## config.mk

```make
export PLATFORM = sky130hd
export DESIGN_NAME = smx_alu
export DESIGN_NICKNAME = d
export VERILOG_FILES = /design/src/hdl/smx_pkg.sv /design/src/hdl/smx_alu.sv
export SDC_FILE = /design/constraint.sdc
export NUM_CORES = 2
export LEC_CHECK = 0
export BUFFER_PORTS_ARGS = -buffer_cell sky130_fd_sc_hd__buf_2
export CAP_MARGIN = 20
export CORE_ASPECT_RATIO = 1.25
export CORE_MARGIN = 2
export CORE_UTILIZATION = 61
export CTS_CLUSTER_SIZE = 8
export DETAILED_ROUTE_END_ITERATION = 10
export MAX_ROUTING_LAYER = met4
export PLACE_DENSITY = 0.8
export SLEW_MARGIN = 20
export SYNTH_ARGS = -nofsm -noshare
export SYNTH_HDL_FRONTEND = slang
export SYNTH_SLANG_ARGS = --single-unit
```

## constraint.sdc

```tcl
create_clock -name aclk -period 11.6 [get_ports aclk]
set_clock_uncertainty 0.2 [all_clocks]
set_input_delay 1.16 -clock aclk [delete_from_list [all_inputs] [get_ports aclk]]
set_output_delay 1.16 -clock aclk [all_outputs]
set_load 0.05 [all_outputs]
```

## src/hdl/smx_pkg.sv

```systemverilog
`default_nettype none
// ----------------------------------------------------------------------------
// smx_pkg
// Shared types, codes and sizes of the stack machine executor.
// ----------------------------------------------------------------------------
package smx_pkg;

    localparam int STACK_DEPTH = 256;
    localparam int NUM_VARS    = 256;

    localparam int WORD_W  = 32;
    localparam int FUNC_W  = 4;
    localparam int STAT_W  = 3;
    localparam int CNT_W   = $clog2(STACK_DEPTH + 1);
    localparam int STK_AW  = $clog2(STACK_DEPTH);
    localparam int VAR_AW  = (NUM_VARS > 1) ? $clog2(NUM_VARS) : 1;
    localparam int DEPTH_W = 9;

    localparam int DIV_STEPS = WORD_W;
    localparam int DIV_CW    = $clog2(DIV_STEPS);

    localparam logic [FUNC_W-1:0] OP_PUSH  = 4'd0;
    localparam logic [FUNC_W-1:0] OP_LOAD  = 4'd1;
    localparam logic [FUNC_W-1:0] OP_SAVE  = 4'd2;
    localparam logic [FUNC_W-1:0] OP_ADD   = 4'd3;
    localparam logic [FUNC_W-1:0] OP_SUB   = 4'd4;
    localparam logic [FUNC_W-1:0] OP_MUL   = 4'd5;
    localparam logic [FUNC_W-1:0] OP_DIV   = 4'd6;
    localparam logic [FUNC_W-1:0] OP_EQ    = 4'd7;
    localparam logic [FUNC_W-1:0] OP_LT    = 4'd8;
    localparam logic [FUNC_W-1:0] OP_GT    = 4'd9;
    localparam logic [FUNC_W-1:0] OP_HALT  = 4'd10;

    localparam logic [STAT_W-1:0] STAT_OK     = 3'd0;
    localparam logic [STAT_W-1:0] STAT_HALT   = 3'd1;
    localparam logic [STAT_W-1:0] STAT_OVER   = 3'd2;
    localparam logic [STAT_W-1:0] STAT_UNDER  = 3'd3;
    localparam logic [STAT_W-1:0] STAT_DIVZ   = 3'd4;
    localparam logic [STAT_W-1:0] STAT_BADIDX = 3'd5;
    localparam logic [STAT_W-1:0] STAT_BADOP  = 3'd6;

    typedef enum logic [2:0] {
        S_IDLE,
        S_EXEC,
        S_READ,
        S_ALU,
        S_DONE
    } state_t;

    typedef enum logic [1:0] {
        ALU_IDLE,
        ALU_DIV,
        ALU_FIX
    } alu_state_t;

    typedef struct packed {
        logic              start;
        logic [FUNC_W-1:0] op;
        logic [WORD_W-1:0] a;
        logic [WORD_W-1:0] b;
    } alu_req_t;

    typedef struct packed {
        logic              done;
        logic [WORD_W-1:0] result;
    } alu_rsp_t;

endpackage
`default_nettype wire

```

## src/hdl/smx_alu.sv

```systemverilog
`default_nettype none
// ----------------------------------------------------------------------------
// smx_alu
// Shared arithmetic unit: add, sub, mul and compares with a registered result,
// signed truncating division one quotient bit a cycle.
// ----------------------------------------------------------------------------
module smx_alu
    import smx_pkg::*;
(
    input  wire logic     aclk,
    input  wire logic     aresetn,
    input  wire alu_req_t req,
    output alu_rsp_t      rsp
);

    alu_state_t        state_reg, state_next;
    logic [WORD_W:0]   rem_reg, rem_next;
    logic [WORD_W-1:0] quo_reg, quo_next;
    logic [WORD_W-1:0] dvs_reg, dvs_next;
    logic              neg_reg, neg_next;
    logic [DIV_CW-1:0] cnt_reg, cnt_next;
    logic [WORD_W-1:0] result_reg, result_next;
    logic              done_reg, done_next;

    logic [WORD_W-1:0] quick;
    logic [WORD_W:0]   shifted;
    logic [WORD_W+1:0] trial;
    logic [WORD_W-1:0] abs_a, abs_b;

    always_comb begin
        case (req.op)
            OP_ADD:  quick = req.a + req.b;
            OP_SUB:  quick = req.a - req.b;
            OP_MUL:  quick = req.a * req.b;
            OP_EQ:   quick = WORD_W'(req.a == req.b);
            OP_LT:   quick = WORD_W'($signed(req.a) < $signed(req.b));
            OP_GT:   quick = WORD_W'($signed(req.a) > $signed(req.b));
            default: quick = '0;
        endcase
    end

    assign abs_a   = req.a[WORD_W-1] ? (~req.a + 1'b1) : req.a;
    assign abs_b   = req.b[WORD_W-1] ? (~req.b + 1'b1) : req.b;
    assign shifted = {rem_reg[WORD_W-1:0], quo_reg[WORD_W-1]};
    assign trial   = {1'b0, shifted} - {2'b00, dvs_reg};

    // next state
    always_comb begin
        state_next = state_reg;
        case (state_reg)
            ALU_IDLE: begin
                if (req.start && req.op == OP_DIV) begin
                    state_next = ALU_DIV;
                end
            end
            ALU_DIV: begin
                if (cnt_reg == DIV_CW'(DIV_STEPS - 1)) begin
                    state_next = ALU_FIX;
                end
            end
            ALU_FIX: state_next = ALU_IDLE;
            default: state_next = ALU_IDLE;
        endcase
    end

    // datapath and outputs
    always_comb begin
        rem_next    = rem_reg;
        quo_next    = quo_reg;
        dvs_next    = dvs_reg;
        neg_next    = neg_reg;
        cnt_next    = cnt_reg;
        result_next = result_reg;
        done_next   = 1'b0;
        case (state_reg)
            ALU_IDLE: begin
                if (req.start) begin
                    if (req.op == OP_DIV) begin
                        rem_next = '0;
                        quo_next = abs_a;
                        dvs_next = abs_b;
                        neg_next = req.a[WORD_W-1] ^ req.b[WORD_W-1];
                        cnt_next = '0;
                    end else begin
                        result_next = quick;
                        done_next   = 1'b1;
                    end
                end
            end
            ALU_DIV: begin
                rem_next = trial[WORD_W+1] ? shifted : trial[WORD_W:0];
                quo_next = {quo_reg[WORD_W-2:0], ~trial[WORD_W+1]};
                cnt_next = cnt_reg + 1'b1;
            end
            ALU_FIX: begin
                result_next = neg_reg ? (~quo_reg + 1'b1) : quo_reg;
                done_next   = 1'b1;
            end
            default: ;
        endcase
    end

    always_ff @(posedge aclk) begin
        if (!aresetn) begin
            state_reg <= ALU_IDLE;
            done_reg  <= 1'b0;
        end else begin
            state_reg <= state_next;
            done_reg  <= done_next;
        end
        rem_reg    <= rem_next;
        quo_reg    <= quo_next;
        dvs_reg    <= dvs_next;
        neg_reg    <= neg_next;
        cnt_reg    <= cnt_next;
        result_reg <= result_next;
    end

    assign rsp.done   = done_reg;
    assign rsp.result = result_reg;

endmodule
`default_nettype wire
```

After elaboration in Yosys (flattened, before gate mapping)
Cells that the tools add are included.
{ "totals": {"input_bits": 71, "wordCells": 71, "register_bits": 137} }
{ "op_classes": {"eq_ne": 16, "muxes": 23, "order_cmp": 2, "bitwise_logic": 5, "n_mul": 1, "reduce_logical": 8, "add_sub_neg": 7} }
{ "op_table": {"columns": ["op", "n"], "rows": [
  ["$mux 32", 9],
  ["$pmux 32 s2", 3],
  ["$pmux 32 s6", 1],
  ["$add 32x1->32 const B", 3],
  ["$not 32->32", 3],
  ["$sub 33x32->34", 1],
  ["$add 32x32->32", 1],
  ["$eq 32x32->1", 1],
  ["$gt 32x32->1", 1],
  ["$lt 32x32->1", 1],
  ["$mul 32x32->32", 1],
  ["$sub 32x32->32", 1],
  ["$mux 31", 1],
  ["$eq 4x3->1 const B", 4],
  ["$mux 5", 2],
  ["$ne 2x2->1 const B", 5],
  ["$pmux 5 s2", 1],
  ["$reduce_and 3->1", 3],
  ["$eq 4x4->1 const B", 2],
  ["$add 5x1->5 const B", 1],
  ["$eq 5x5->1 const B", 1],
  ["$eq 4x2->1 const B", 1],
  ["$mux 2", 2],
  ["$pmux 2 s2", 1],
  ["other kinds (10)", 12]
]} }

Depth between registers and ports, before layout
{ "depth": {"word_depth": 6, "ltp_mapped": 29} }

Worst setup path before layout
OpenSTA, ideal clock, no wires.
{ "synth_path": {"path_kind": "in2reg", "startpoint": "input port req[7] in the netlist's numbering", "endpoint": "register result_reg[28], data pin", "t_arrival_ns": 7.930, "path_buffers": 3, "setup_ns": 0.259, "slack_ns": 3.211, "stages": 26, "required_ns": 11.141, "path_cell_list": "clkbuf_1 > clkbuf_1 > and2_1 > fa_1 > fa_1 > fa_1 > inv_1 > fa_1 > inv_1 > ha_1 > ha_1 > fa_1 > fa_1 > ha_1 > clkbuf_1 > a211oi_1 > nor2b_1 > o311ai_0 > o21ai_0 > a211oi_1 > a311oi_1 > o32ai_1 > o21ai_0 > a21boi_0 > a21oi_1 > a211o_1"} }
{ "synth_between": {"elab_chain_cells": 5} }
{ "synth_rtl": {"columns": ["element", "line", "text"], "rows": [
  ["start, declared", "smx_alu.sv:12", "input wire alu_req_t req,"],
  ["$mul 32x32->32, or another cell as far along", "smx_alu.sv:34", "OP_MUL: quick = req.a * req.b;"],
  ["$pmux 32 s6 (*)", "smx_alu.sv:31", "case (req.op)"],
  ["$mux 32 (*)", "smx_alu.sv:78", "if (req.op == OP_DIV) begin"],
  ["$mux 32 (*)", "smx_alu.sv:77", "if (req.start) begin"],
  ["$pmux 32 s2 (*)", "smx_alu.sv:75", "case (state_reg)"],
  ["net result_next[28]", "smx_alu.sv:22", "logic [WORD_W-1:0] result_reg, result_next;"],
  ["end signal, assigned", "smx_alu.sv:116", "result_reg <= result_next;"],
  ["end, declared", "smx_alu.sv:22", null]
]} }
The timed path passes the listed nets; every way through them passes the cells marked *. The select of a mux whose other input is x is not followed.
A chain may end at the register's enable or synchronous reset.

Worst setup path after layout
{ "layout_path": {"startpoint": "input port req[39] in the netlist's numbering", "endpoint": "register result_reg[30], data pin"} }
Same word-level chain as after synthesis.

==> out/results.txt <==
Status - complete, no violations
CP arrival - 9.15 ns
Nets@finish - 3817
Relative slew slack - 26.7%
Delay-heaviest family, CP - adder cells
Total global routing overflow - 0
Max-cap viol count - 0
Drt first-iter violations - 2168
Post-CTS setup repair buffer count - 0
Post-cts sizing count - 0
Synth-to-Final Area Change - 4.53%
Placed instance count - 3671
Slowest CP cell - a311oi_1
CP Class - in2reg
Final hold violation count - 0
WL/cell - 23.2 um
Post-cts hold buffer count - 0
Port-buffer cells - 103
Pre-antenna DRT Iters - 7
Hold Path Class - reg2reg
Die width - 195 um
Synth warn - 0
WL final - 85900 um
RePlAce Congestion - 1.03
Bufs and invs on worst path - 3
CP Launch Type - input pin
Starting density of the core - 61.7%
# rows - 87
Final min period - 9.18 ns
Maximum buffer depth of the clock tree - 2
Clock-pin slew on the worst setup and hold paths - 0.07 ns
Core Footprint - 0.0452 mm2
Largest net degree at the start of global routing - 70
Clock Tree Root - clkbuf_16
Share of layout cells above drive strength 1 - 5.60%
Worst Tran Pin Value - 1.10 ns
Clock Latency Late Sink - 0.44 ns
Initial antenna violation count - 5
Design area - 0.0292 mm2
Worst path most repeated cell - fa_1
HPWL Detailed - 66500 um
I/O Pins - 104
Ys async rst share - 0%
Fmax - 0.109 GHz
TritonCTS clock tree - yes
Via count - 23000
Chip height - 243 um
Unrepaired setup endpoints after global routing - false
Post-route ant nets - 0
Final period util - 79.1%
Total clock sinks - 137
Post-synth EDFFs - 134
Area share of the largest cell type after synthesis - 29.5%
Critical path, cell by cell - buf_2, ha_1, fa_1, fa_1, fa_1, inv_1, fa_1, inv_1, ha_1, ha_1, fa_1, fa_1, ha_1, a21oi_1, nand2_1, a2111oi_0, nor3b_1, a211oi_1, a311oi_1, o32ai_1, o21ai_0, a21boi_0, mux2i_1, o211ai_1
Fin Setup TNS - 0 ns
Fin cells - 3707
Cell Area, Synth - 0.0279 mm2
Final setup fails - 0
Crit. End Element - flip-flop
Area leader, netlist - fa_1
Post-DR vias/cell - 6.21
Top cells by area, synth - fa_1 (29%), edfxtp_1 (14%), ha_1 (10%), inv_1 (6.5%), and2_1 (5.9%)
CTS buffer count - 17
Post-Syn Instances - 3154
Crit-path max cell delay - 0.75 ns
Total GRT Usage - 38.3%
Post-place instance area - 0.0286 mm2
Crit path required time - 11.57 ns
Register area share after synthesis - 14.6%
Final Slew Violations - 0
Die ar. - 0.0475 mm2
Number of global-route vias before repair - 24200
First-pass GRT wire length - 135000 um
Flops & latches, synth - 137
Htree depth - 4
Syn_nets - 3859
Avg Cell Area, Syn - 8.84 um2
Main synth FF type - edfxtp_1
DRC - 0
Post-synth cell types - 79
CP max FO - 30
==> cell type report <==
cell class	instances	area (um2)
antenna	4	10.0
clock buffer	17	425
clock inverter	15	114
fill	3768	16000
inverter	484	1820
multi-input combinational	2353	21300
sequential	137	4080
tap	578	723
timing repair buffer	119	636
==> per-layer routing <==
layer  share of wire [%]  routed length (um)  up-vias  track usage [%]
met5                   0                   0        -                -
met4                 4.5                3890        0             16.7
met3                 9.7                8300      260             6.35
met2                  47               40800     1250             61.3
met1                  38               32900    11400             48.2
li1                    -                   -    10100                -
==> cell usage after synthesis, types with 23 or more instances <==
library cell and instances:
edfxtp_1 134, clkbuf_1 175, nor3_1 23, nand2_1 324, ha_1 223, fa_1 411, nand2b_1 25, and2_1 264
o22ai_1 28, o21ai_0 134, mux2i_1 33, o31ai_1 33, a21oi_1 113, nand3_1 27, xor2_1 78, inv_1 482
nor2_1 183, a21o_1 32, a211oi_1 27, xnor2_1 128
==> worst paths after layout <==
| check | start | end | slack (ns) | cells past startpoint |
|---|---|---|---|---|
| min | quo_reg[19] | quo_reg[20] | 0.40 | 2 |
| max | req[39] | result_reg[30] | 2.42 | 24 |
| min reg2reg | quo_reg[19] | quo_reg[20] | 0.40 | 2 |
| max reg2reg | quo_reg[2] | result_reg[30] | 7.16 | 11 |
==> per-stage QoR <==
stage	setup WS, ns	util [%]	hold WS [ns]
CTS	2.55	64.5	0.402
floorplan	3.21	-	0.349
finish	2.42	64.5	0.401
global route	1.97	64.5	0.440
global placement	2.34	63.3	0.361
detailed placement	2.11	63.3	0.387
==> worst min-delay path, cell delays in order, from the launching register on <==
cell,delay [ns]
edfxtp_1,0.37
nand2_1,0.06
o21ai_0,0.06
==> logic make-up (layout without fill, tap and decap cells) <==
kind of cell | after synthesis | count (layout) | share of synthesized area, %
adders and majority gates | 634 | 634 | 39.5
buffers and inverters | 664 | 635 | 8.95
other | 0 | 4 | 0
muxes | 34 | 34 | 1.22
AOI/OAI and AO/OA | 523 | 523 | 12.3
and+or+nand+nor | 956 | 956 | 16.9
xor gates and xnor gates | 206 | 206 | 6.47
DFF | 137 | 137 | 14.6
==> layout by cell type (no fill, tap or decap), types with 28 or more instances in the layout <==
| cell type | instances |
|---|---|
| xor2_1 | 78 |
| o21ai_0 | 133 |
| o31ai_1 | 33 |
| a21oi_1 | 113 |
| nor2_1 | 182 |
| ha_1 | 223 |
| edfxtp_1 | 134 |
| and2_1 | 264 |
| a21o_1 | 32 |
| xnor2_1 | 128 |
| mux2i_1 | 33 |
| buf_2 | 103 |
| inv_1 | 482 |
| o22ai_1 | 28 |
| fa_1 | 411 |
| nand2_1 | 324 |
Power is not shown: default switching activity piles up to over one toggle a cycle in this logic, so the estimate is an artifact.
